**config.mk**
```make
export PLATFORM = sky130hd
export DESIGN_NAME = jet_ctrl
export DESIGN_NICKNAME = d
export VERILOG_FILES = /design/src/design/jet_pkg.sv /design/src/design/jet_ctrl.sv
export SDC_FILE = /design/constraint.sdc
export NUM_CORES = 1
export LEC_CHECK = 0
export ABC_CLOCK_PERIOD_IN_PS = 1600
export BUFFER_PORTS_ARGS = -buffer_cell sky130_fd_sc_hd__buf_2
export CORE_AREA = 5 5 42 44
export DETAILED_ROUTE_END_ITERATION = 12
export DIE_AREA = 0 0 47 49
export SYNTH_ARGS = -nofsm -noshare
export SYNTH_HDL_FRONTEND = slang
export SYNTH_SLANG_ARGS = --single-unit
```
**constraint.sdc**
```tcl
create_clock -name clk -period 1.6 [get_ports clk]
set_input_delay 0 -clock clk [delete_from_list [all_inputs] [get_ports clk]]
set_output_delay 0 -clock clk [all_outputs]
set_load 0.01 [all_outputs]
```
**src/design/jet_pkg.sv**
```systemverilog
package jet_pkg;

	// Q4.28 operand and iteration counter widths
	localparam int ZW   = 32;
	localparam int CNTW = 16;

	// Configuration port
	localparam int IDXW  = 3;
	localparam int DATAW = 32;

	localparam logic [IDXW-1:0] REG_ITER_LIMIT = 3'd0;
	localparam logic [IDXW-1:0] REG_REAL_MIN   = 3'd1;
	localparam logic [IDXW-1:0] REG_REAL_MAX   = 3'd2;
	localparam logic [IDXW-1:0] REG_IMAG_MIN   = 3'd3;
	localparam logic [IDXW-1:0] REG_IMAG_MAX   = 3'd4;
	localparam logic [IDXW-1:0] REG_CONST_REAL = 3'd5;
	localparam logic [IDXW-1:0] REG_CONST_IMAG = 3'd6;

	// Escape bound: 4.0 in Q8.56
	localparam logic [63:0] MAG_LIMIT = 64'h0400_0000_0000_0000;

	typedef struct packed {
		logic [CNTW-1:0] iteration_limit;
		logic [ZW-1:0]   window_real_min;
		logic [ZW-1:0]   window_real_max;
		logic [ZW-1:0]   window_imag_min;
		logic [ZW-1:0]   window_imag_max;
		logic [ZW-1:0]   const_real;
		logic [ZW-1:0]   const_imag;
	} cfg_t;

	typedef struct packed {
		logic load;
		logic div_step;
		logic map;
		logic start;
		logic mul;
		logic upd;
		logic emit;
	} cmd_t;

	typedef struct packed {
		logic at_limit;
		logic escaped;
	} sts_t;

endpackage

```
**src/design/jet_ctrl.sv**
```systemverilog
module jet_ctrl (
	input  logic          clk,
	input  logic          arst_n,
	input  logic          in_valid,
	output logic          in_ready,
	output logic          out_valid,
	input  logic          out_ready,
	input  jet_pkg::sts_t sts,
	output jet_pkg::cmd_t cmd
);

	localparam logic [2:0] S_IDLE  = 3'd0;
	localparam logic [2:0] S_DIV   = 3'd1;
	localparam logic [2:0] S_MAP   = 3'd2;
	localparam logic [2:0] S_START = 3'd3;
	localparam logic [2:0] S_MUL   = 3'd4;
	localparam logic [2:0] S_UPD   = 3'd5;
	localparam logic [2:0] S_DONE  = 3'd6;

	logic [2:0] state_q;
	logic [2:0] state_d;
	logic       out_valid_q;

	// Sequence one pixel: form the steps, map, then square-and-add until exit
	always_comb begin
		cmd     = '0;
		state_d = state_q;
		unique case (state_q)
			S_IDLE: begin
				if (in_valid) begin
					cmd.load = 1'b1;
					state_d  = S_DIV;
				end
			end
			S_DIV: begin
				cmd.div_step = 1'b1;
				state_d      = S_MAP;
			end
			S_MAP: begin
				cmd.map = 1'b1;
				state_d = S_START;
			end
			S_START: begin
				cmd.start = 1'b1;
				state_d   = S_MUL;
			end
			S_MUL: begin
				if (sts.at_limit) begin
					state_d = S_DONE;
				end else begin
					cmd.mul = 1'b1;
					state_d = S_UPD;
				end
			end
			S_UPD: begin
				if (sts.escaped) begin
					state_d = S_DONE;
				end else begin
					cmd.upd = 1'b1;
					state_d = S_MUL;
				end
			end
			S_DONE: begin
				if (!out_valid_q || out_ready) begin
					cmd.emit = 1'b1;
					state_d  = S_IDLE;
				end
			end
			default: begin
				state_d = S_IDLE;
			end
		endcase
	end

	// Advance state and result handshake
	always_ff @(posedge clk or negedge arst_n) begin
		if (!arst_n) begin
			state_q     <= S_IDLE;
			out_valid_q <= 1'b0;
		end else begin
			state_q <= state_d;
			if (cmd.emit) begin
				out_valid_q <= 1'b1;
			end else if (out_ready) begin
				out_valid_q <= 1'b0;
			end
		end
	end

	assign in_ready  = (state_q == S_IDLE);
	assign out_valid = out_valid_q;

endmodule

```
==> qor.csv <==
metric,value,unit
status,finished clean,
dieWidth,47,um
cts_setup_buffers,0,
final_cell_area,360,um2
numCtsBuffers,3,
synth.distinct_cells,20,
grt_pass1_wl,1050,um
startpoint_type,flip-flop,
clkPwrFrac,17.4,%
synth-seq-area-share,39.6,%
wl_per_cell,10.8,um
vdd_ir_drop_max,0.799,mV
initial_core_util,18.0,%
syn_inst,27,
post-place-cells,55,
die-area,2300,um2
drtPass1Iterations,1,
switchingPower,0.000330,W
clk_latency,0.24,ns
first_global_vias,244,
cp.arrival,1.26,ns
rsz0062_at_grt,false,
drive_gt1_share,46.5,%
antenna_found_initial,0,
end_kind,primary output,
slew_viol_final,0,
powerDensity,2040,nW/um2
pin_count,15,
dieHeight,49,um
fin_ws,0.341,ns
min_path_type,input port to flip-flop,
placed_area,328,um2
maxCapViolCount,0,
cts.path.max_buffers,2,
path_clk_slew,0.04,ns
synth.avg_cell_area,9.36,um2
h-tree-depth,1,
synth.cell_area,253,um2
seqPwrFrac,36.9,%
grt_overflow,0,
syn_nets,33,
critPathRequiredTime,1.60,ns
core_area,1400,um2
tightest_slew,0.380,ns
grt_usage,6.85,%
relSlewSlack,74.7,%
hold_ws,0.0143,ns
hpwlAfterDp,484,um
postRouteAntennaNets,0,
cts_root_buf,clkbuf_4,
grt_max_degree,14,
crit_type,flip-flop to primary output,
clock-sinks,4,
cp_max_fo,13,
ys_warn_count,0,
routed_wl,635,um
p_leak,0.178,nW
setup_viol,0,
drc_errors,0,
fin_nets,51,
route.vias.total,267,
post-route-period-util,78.7,%
finalNonFillerCells,59,
switching_share,45.0,%
pwr-share-comb,45.7,%
place_ws,0.498,ns
viasPerCell,4.53,
drtIter0Drc,0,
internal_power,0.000404,W
tns,0,ns
antenna_cells,0,
ys_ff_latch,4,
synthToLayoutAreaGrowth,42.6,%
rows,14,
io_buffers,14,
fin_crit,1.26,ns
gp_congestion,0.745,
cts_tree,yes,
finalHoldViolCount,0,
max_freq,794,MHz
fin_worst_skew,0.000563,ns
[routing by layer]
metal | vias up | part of all wire, % | GRT usage (%)
li1 | 134 | - | -
met1 | 121 | 42 | 7.54
met2 | 12 | 47 | 8.14
met3 | 0 | 11 | 5.54
met4 | 0 | 0 | 5.53
met5 | - | 0 | 0
[worst paths after layout]
| path | from | endpoint | slack (ns) | cells past startpoint |
|---|---|---|---|---|
| setup / recovery | state_q[2] | cmd[6] | 0.34 | 3 |
| setup reg to reg | state_q[1] | state_q[1] | 0.51 | 3 |
| hold / removal | in_valid | state_q[0] | 0.01 | 2 |
| max in group asynchronous | arst_n | state_q[2] | 1.37 | 2 |
| hold reg to reg | state_q[0] | state_q[1] | 0.64 | 1 |
| min in group asynchronous | arst_n | state_q[1] | 0.11 | 2 |
[layout by cell type, fill, tap and decap left out]
cell type	Yosys	final
nor2b_1	1	1
nor4b_2	1	1
clkbuf_4	0	3
a221oi_2	1	1
nor2_1	1	1
dlygate4sd3_1	0	1
buf_2	0	14
o22ai_1	1	1
inv_1	1	1
o21ai_0	1	1
nand2b_1	1	1
nand2_1	1	1
nor3_1	4	4
a211oi_1	1	1
o311a_1	1	1
and2_1	1	1
a21oi_1	1	1
nand3_1	1	1
a31oi_1	1	1
nor4b_1	1	1
inv_2	1	1
dfrtp_1	4	4
[registers in the layout (all words and copies together), names as in the netlist]
name	count
state_q	3
out_valid	1
[through the flow]
stage / power (W) / util [%]
6_report: 0.000733 / 25.7
5_1_grt: 0.000817 / 25.7
4_1_cts: 0.000753 / 25.7
3_5_place_dp: 0.000615 / 23.4
3_3_place_gp: 0.000607 / 23.4
2_1_floorplan: 0.000517 / -
[layout make-up]
cell class	instances	area (um2)
Sequential cell	4	100
Clock buffer	3	22.5
Fill cell	169	1040
Tap cell	16	20.0
Inverter	2	7.51
Timing Repair Buffer	15	80.1
Multi-Input combinational cell	19	130
[synth_stat cells (all sizes together)]
cell type / instances / area [um2]
inv: 2 / 7.50
o311a: 1 / 10.0
and2: 1 / 6.26
dfrtp: 4 / 100
o22ai: 1 / 6.26
a211oi: 1 / 7.51
o21ai: 1 / 5.00
a221oi: 1 / 15.0
nor2b: 1 / 6.26
nor3: 4 / 20.0
a21oi: 1 / 5.00
nor4b: 2 / 23.8
buf: 2 / 15.0
nor2: 1 / 3.75
nand3: 1 / 5.00
a31oi: 1 / 6.26
nand2: 1 / 3.75
nand2b: 1 / 6.26
[timing repair]
item	4_1_cts	5_1_grt
resized for setup	0	0
endpoints found under the hold margin	4	0
hold buffers	1	0
[cells by family (layout without fill, tap and decap cells)]
family | Yosys count | count (layout) | synth area share [%]
buf+inv | 4 | 20 | 8.91
simple gates | 12 | 12 | 29.7
compound gates | 7 | 7 | 21.8
flops | 4 | 4 | 39.6
[worst max-delay path, stage by stage, from the launching register on]
cell and delay, ns:
dfrtp_1 0.50, nor3_1 0.26, and2_1 0.15, buf_2 0.12
[power by group through the flow]
stage	registers (W)	clock network, W	logic [W]
floorplan	0.000206	0	0.000311
detailed placement	0.000273	0	0.000342
global placement	0.000269	0	0.000338
CTS	0.000271	0.000136	0.000345
finish	0.000271	0.000128	0.000335
global route	0.000285	0.000154	0.000378
(Power assumes the default switching activity.)
