<file path="config.mk">
export PLATFORM = sky130hd
export DESIGN_NAME = jet_cfg
export DESIGN_NICKNAME = d
export VERILOG_FILES = /design/src/design/jet_pkg.sv /design/src/design/jet_cfg.sv
export SDC_FILE = /design/constraint.sdc
export NUM_CORES = 1
export LEC_CHECK = 0
export ABC_AREA = 1
export BUFFER_PORTS_ARGS = -buffer_cell sky130_fd_sc_hd__buf_2
export CORE_MARGIN = 2
export CORE_UTILIZATION = 55
export CTS_CLUSTER_DIAMETER = 50
export DETAILED_ROUTE_END_ITERATION = 10
export HOLD_SLACK_MARGIN = 0.12
export PLACE_DENSITY = 0.85
export SLEW_MARGIN = 20
export SYNTH_ARGS = -nofsm -noshare
export SYNTH_HDL_FRONTEND = slang
export SYNTH_SLANG_ARGS = --single-unit
</file>
<file path="constraint.sdc">
create_clock -name clk -period 1.9 [get_ports clk]
set_clock_uncertainty 0.15 [all_clocks]
set_input_delay 0.19 -clock clk [delete_from_list [all_inputs] [get_ports clk]]
set_output_delay 0.19 -clock clk [all_outputs]
set_load 0.05 [all_outputs]
</file>
<file path="src/design/jet_pkg.sv">
package jet_pkg;

	// Q4.28 operand and iteration counter widths
	localparam int ZW   = 32;
	localparam int CNTW = 16;

	// Configuration port
	localparam int IDXW  = 3;
	localparam int DATAW = 32;

	localparam logic [IDXW-1:0] REG_ITER_LIMIT = 3'd0;
	localparam logic [IDXW-1:0] REG_REAL_MIN   = 3'd1;
	localparam logic [IDXW-1:0] REG_REAL_MAX   = 3'd2;
	localparam logic [IDXW-1:0] REG_IMAG_MIN   = 3'd3;
	localparam logic [IDXW-1:0] REG_IMAG_MAX   = 3'd4;
	localparam logic [IDXW-1:0] REG_CONST_REAL = 3'd5;
	localparam logic [IDXW-1:0] REG_CONST_IMAG = 3'd6;

	// Escape bound: 4.0 in Q8.56
	localparam logic [63:0] MAG_LIMIT = 64'h0400_0000_0000_0000;

	typedef struct packed {
		logic [CNTW-1:0] iteration_limit;
		logic [ZW-1:0]   window_real_min;
		logic [ZW-1:0]   window_real_max;
		logic [ZW-1:0]   window_imag_min;
		logic [ZW-1:0]   window_imag_max;
		logic [ZW-1:0]   const_real;
		logic [ZW-1:0]   const_imag;
	} cfg_t;

	typedef struct packed {
		logic load;
		logic div_step;
		logic map;
		logic start;
		logic mul;
		logic upd;
		logic emit;
	} cmd_t;

	typedef struct packed {
		logic at_limit;
		logic escaped;
	} sts_t;

endpackage

</file>
<file path="src/design/jet_cfg.sv">
module jet_cfg (
	input  logic                       clk,
	input  logic                       arst_n,
	input  logic                       cfg_we,
	input  logic [jet_pkg::IDXW-1:0]   cfg_index,
	input  logic [jet_pkg::DATAW-1:0]  cfg_data,
	output jet_pkg::cfg_t              cfg
);

	jet_pkg::cfg_t cfg_q;

	// Write one register per transaction; unknown indexes drop the write
	always_ff @(posedge clk or negedge arst_n) begin
		if (!arst_n) begin
			cfg_q.iteration_limit <= 16'd1000;
			cfg_q.window_real_min <= 32'hE000_0000;
			cfg_q.window_real_max <= 32'h1000_0000;
			cfg_q.window_imag_min <= 32'hF000_0000;
			cfg_q.window_imag_max <= 32'h1000_0000;
			cfg_q.const_real      <= 32'h0000_0000;
			cfg_q.const_imag      <= 32'h0000_0000;
		end else if (cfg_we) begin
			unique case (cfg_index)
				jet_pkg::REG_ITER_LIMIT: begin
					cfg_q.iteration_limit <= cfg_data[jet_pkg::CNTW-1:0];
				end
				jet_pkg::REG_REAL_MIN:   cfg_q.window_real_min <= cfg_data;
				jet_pkg::REG_REAL_MAX:   cfg_q.window_real_max <= cfg_data;
				jet_pkg::REG_IMAG_MIN:   cfg_q.window_imag_min <= cfg_data;
				jet_pkg::REG_IMAG_MAX:   cfg_q.window_imag_max <= cfg_data;
				jet_pkg::REG_CONST_REAL: cfg_q.const_real      <= cfg_data;
				jet_pkg::REG_CONST_IMAG: cfg_q.const_imag      <= cfg_data;
				default: begin
				end
			endcase
		end
	end

	assign cfg = cfg_q;

endmodule

</file>
==> impl_metrics.ini <==
[synthesis]
synth_cell_types = 10
synth_seq_area_share_pct = 65.0
syn_area_per_cell_um2 = 8.86
ys_ff_latch = 208
netlist_area_um2 = 8040
synthCells = 908
yosys.area.top_type_share_pct = 60.1
synth_nets = 946
netlist_top_cells_area = dfrtp_1 60%, nand2_1 24%, nand3_1 7.0%
synth_top_area_cell = dfrtp_1
yosys_warnings = 0

[global_routing]
grtUsageTotal_pct = 32.2
grt_overflow_total = 0
grt_pass1_vias = 7518
grt_pass1_wl_um = 40000
grt_max_degree = 52
grt_antenna_before_repair = 1

[drt]
firstDrtPassIters = 7
routedWlPerCell_um = 18.0
drc = 0
viasPerCell = 5.39
wirelength_um = 25100
drt_iter0_drc = 731
via_count = 7549
ant_nets = 0

[sta]
maxSlewViolCount = 0
rsz0062_at_grt = no
maxSlewHeadroom_pct = 68.1
worstMarginPinSlew_ns = 0.477
finalHoldViolations = 0
period_needed_ns = 1.77
fin_crit_sh_pct = 93.1
setup_tns_ns = 0
setup_viol = 0
clock.fmax_ghz = 0.566
fin_ws_ns = 0.132
fin_hold_ws_ns = 0.145

[critical_path]
cp_common_cell = nand2_1
max_stage_delay_ns = 0.56
critPathMaxFanout = 10
endpoint_kind = flop
crit_required_ns = 2.17
crit_slowest_cell = dlygate4sd3_1
cp_cell_sequence = dlygate4sd3_1, buf_2, nand2_1, nor2_2, dlygate4sd3_1, buf_4, nand2_1, nand2_1
critPathLaunch = cfg_index[1]
path_class = input pin to flop
crit_arrival_ns = 2.04
r2r-start = cfg[195]$_DFFE_PN1P_
start_kind = input pin

[final_layout]
area_growth_pct = 33.3
largest_reg_flops = 208
utilization_pct = 74.3
nNetsFinal = 1239
stdcell_area_um2 = 10700
drive_gt1_share_pct = 27.7
stdcell_count = 1400

[floorplanning]
placementRows = 44
die_h_um = 125
start_util_pct = 55.8
io_pins = 246
die_width_um = 125
dieArea_um2 = 15600
core_area_um2 = 14400

[power]
p_leak_nw = 6.19
p_clk_share_pct = 27.5
internal-power_mw = 8.86
power_density_nw_per_um2 = 1420
p_sw_share_pct = 41.8
peakVddDrop_mv = 0.897
p_switching_mw = 6.37
pwr-share-seq_pct = 38.1
power_mw = 15.2
comb_power_share_pct = 34.4

[placed_design]
hpwl_um = 16300
gp_congestion = 0.878
placedInstanceArea_um2 = 9600
dp.cells = 1321
pre_cts_slack_ns = 0.210
io_buffers = 245

[job]
max_cap_viol_count = 0

[worst_hold_path]
hp-start = cfg_index[0]
worstHoldPathType = input pin to flop

[clock_tree]
htree_num_levels = 1
clk_latency_ns = 0.47
cts_buffers = 21
cts_buffer_depth = 3
clk_pin_slew_ns = 0.07
clockRootBuffer = clkbuf_16
cts_tree = yes
cts_sinks = 208

[outcome]
status = finished, final reports clean
critical path: cells and delay by family:
kind / cells / cell delay, ns
buffers and inverters: 4 / 1.49
and+or+nand+nor: 4 / 0.36
placed cells by master, fill, tap and decap left out:
| cell | n |
|---|---|
| buf_12 | 3 |
| buf_2 | 244 |
| buf_4 | 32 |
| bufinv_16 | 2 |
| clkbuf_1 | 4 |
| clkbuf_16 | 21 |
| clkbuf_8 | 6 |
| clkinv_1 | 1 |
| clkinv_2 | 3 |
| clkinvlp_4 | 1 |
| dfrtp_1 | 193 |
| dfstp_2 | 15 |
| diode_2 | 1 |
| dlygate4sd3_1 | 40 |
| dlymetal6s4s_1 | 1 |
| inv_1 | 5 |
| inv_8 | 1 |
| nand2_1 | 523 |
| nand2_2 | 1 |
| nand3_1 | 112 |
| nor2_2 | 4 |
| nor2_4 | 3 |
cell type report:
| type | count | area, um2 |
|---|---|---|
| sequential | 208 | 5220 |
| fill | 1026 | 3700 |
| multi-input combinational | 643 | 2590 |
| timing repair buffer | 321 | 1950 |
| clock buffer | 30 | 609 |
| tap | 184 | 230 |
| clock inverter | 7 | 93.8 |
| inverter | 6 | 22.5 |
| antenna | 1 | 2.50 |
path summary, 6_finish.rpt:
check / endpoint / slack, ns / depth (start not counted)
setup / recovery: cfg[108]$_DFFE_PN0P_ / 0.13 / 8
hold / removal: cfg[126]$_DFFE_PN1P_ / 0.14 / 6
setup reg to reg: cfg[195]$_DFFE_PN1P_ / 1.01 / 2
hold reg to reg: cfg[189]$_DFFE_PN1P_ / 0.31 / 2
max in group asynchronous: cfg[189]$_DFFE_PN1P_ / 0.33 / 4
min in group asynchronous: cfg[97]$_DFFE_PN0P_ / 0.61 / 3
kinds of logic after synthesis:
family	synth area share, %
buffers and inverters	3.22
DFF	65.0
and+or+nand+nor	31.8
power by group through the flow:
stage / Clock, mW / Sequential (mW) / Combinational, mW
3_5_place_dp: 0 / 5.83 / 5.16
6_report: 4.19 / 5.80 / 5.24
2_1_floorplan: 0 / 8.77 / 0.757
3_3_place_gp: 0 / 5.82 / 5.07
4_1_cts: 4.23 / 5.78 / 5.24
5_1_grt: 4.42 / 5.88 / 5.50
routing by layer:
| layer | vias to the layer above | track usage [%] | part of all wire (%) |
|---|---|---|---|
| met5 | - | 0 | 0 |
| met4 | 0 | 16.7 | 5.0 |
| met3 | 105 | 7.26 | 9.8 |
| met2 | 455 | 50.0 | 47 |
| met1 | 3580 | 43.0 | 38 |
| li1 | 3409 | - | - |
Yosys cell counts, drive strengths merged:
cell    number
buf         36
clkbuf      15
clkinv       1
dfrtp      193
dfstp       15
inv          5
nand2      524
nand3      112
nor2         7
what timing repair did:
action	4_1_cts	5_1_grt
setup buffers	0	0
hold buffers	41	0
setup endpoints to repair	0	16
gates resized for setup	0	2
hold endpoints to repair	410	0
Power figures use the tool's default switching activity.
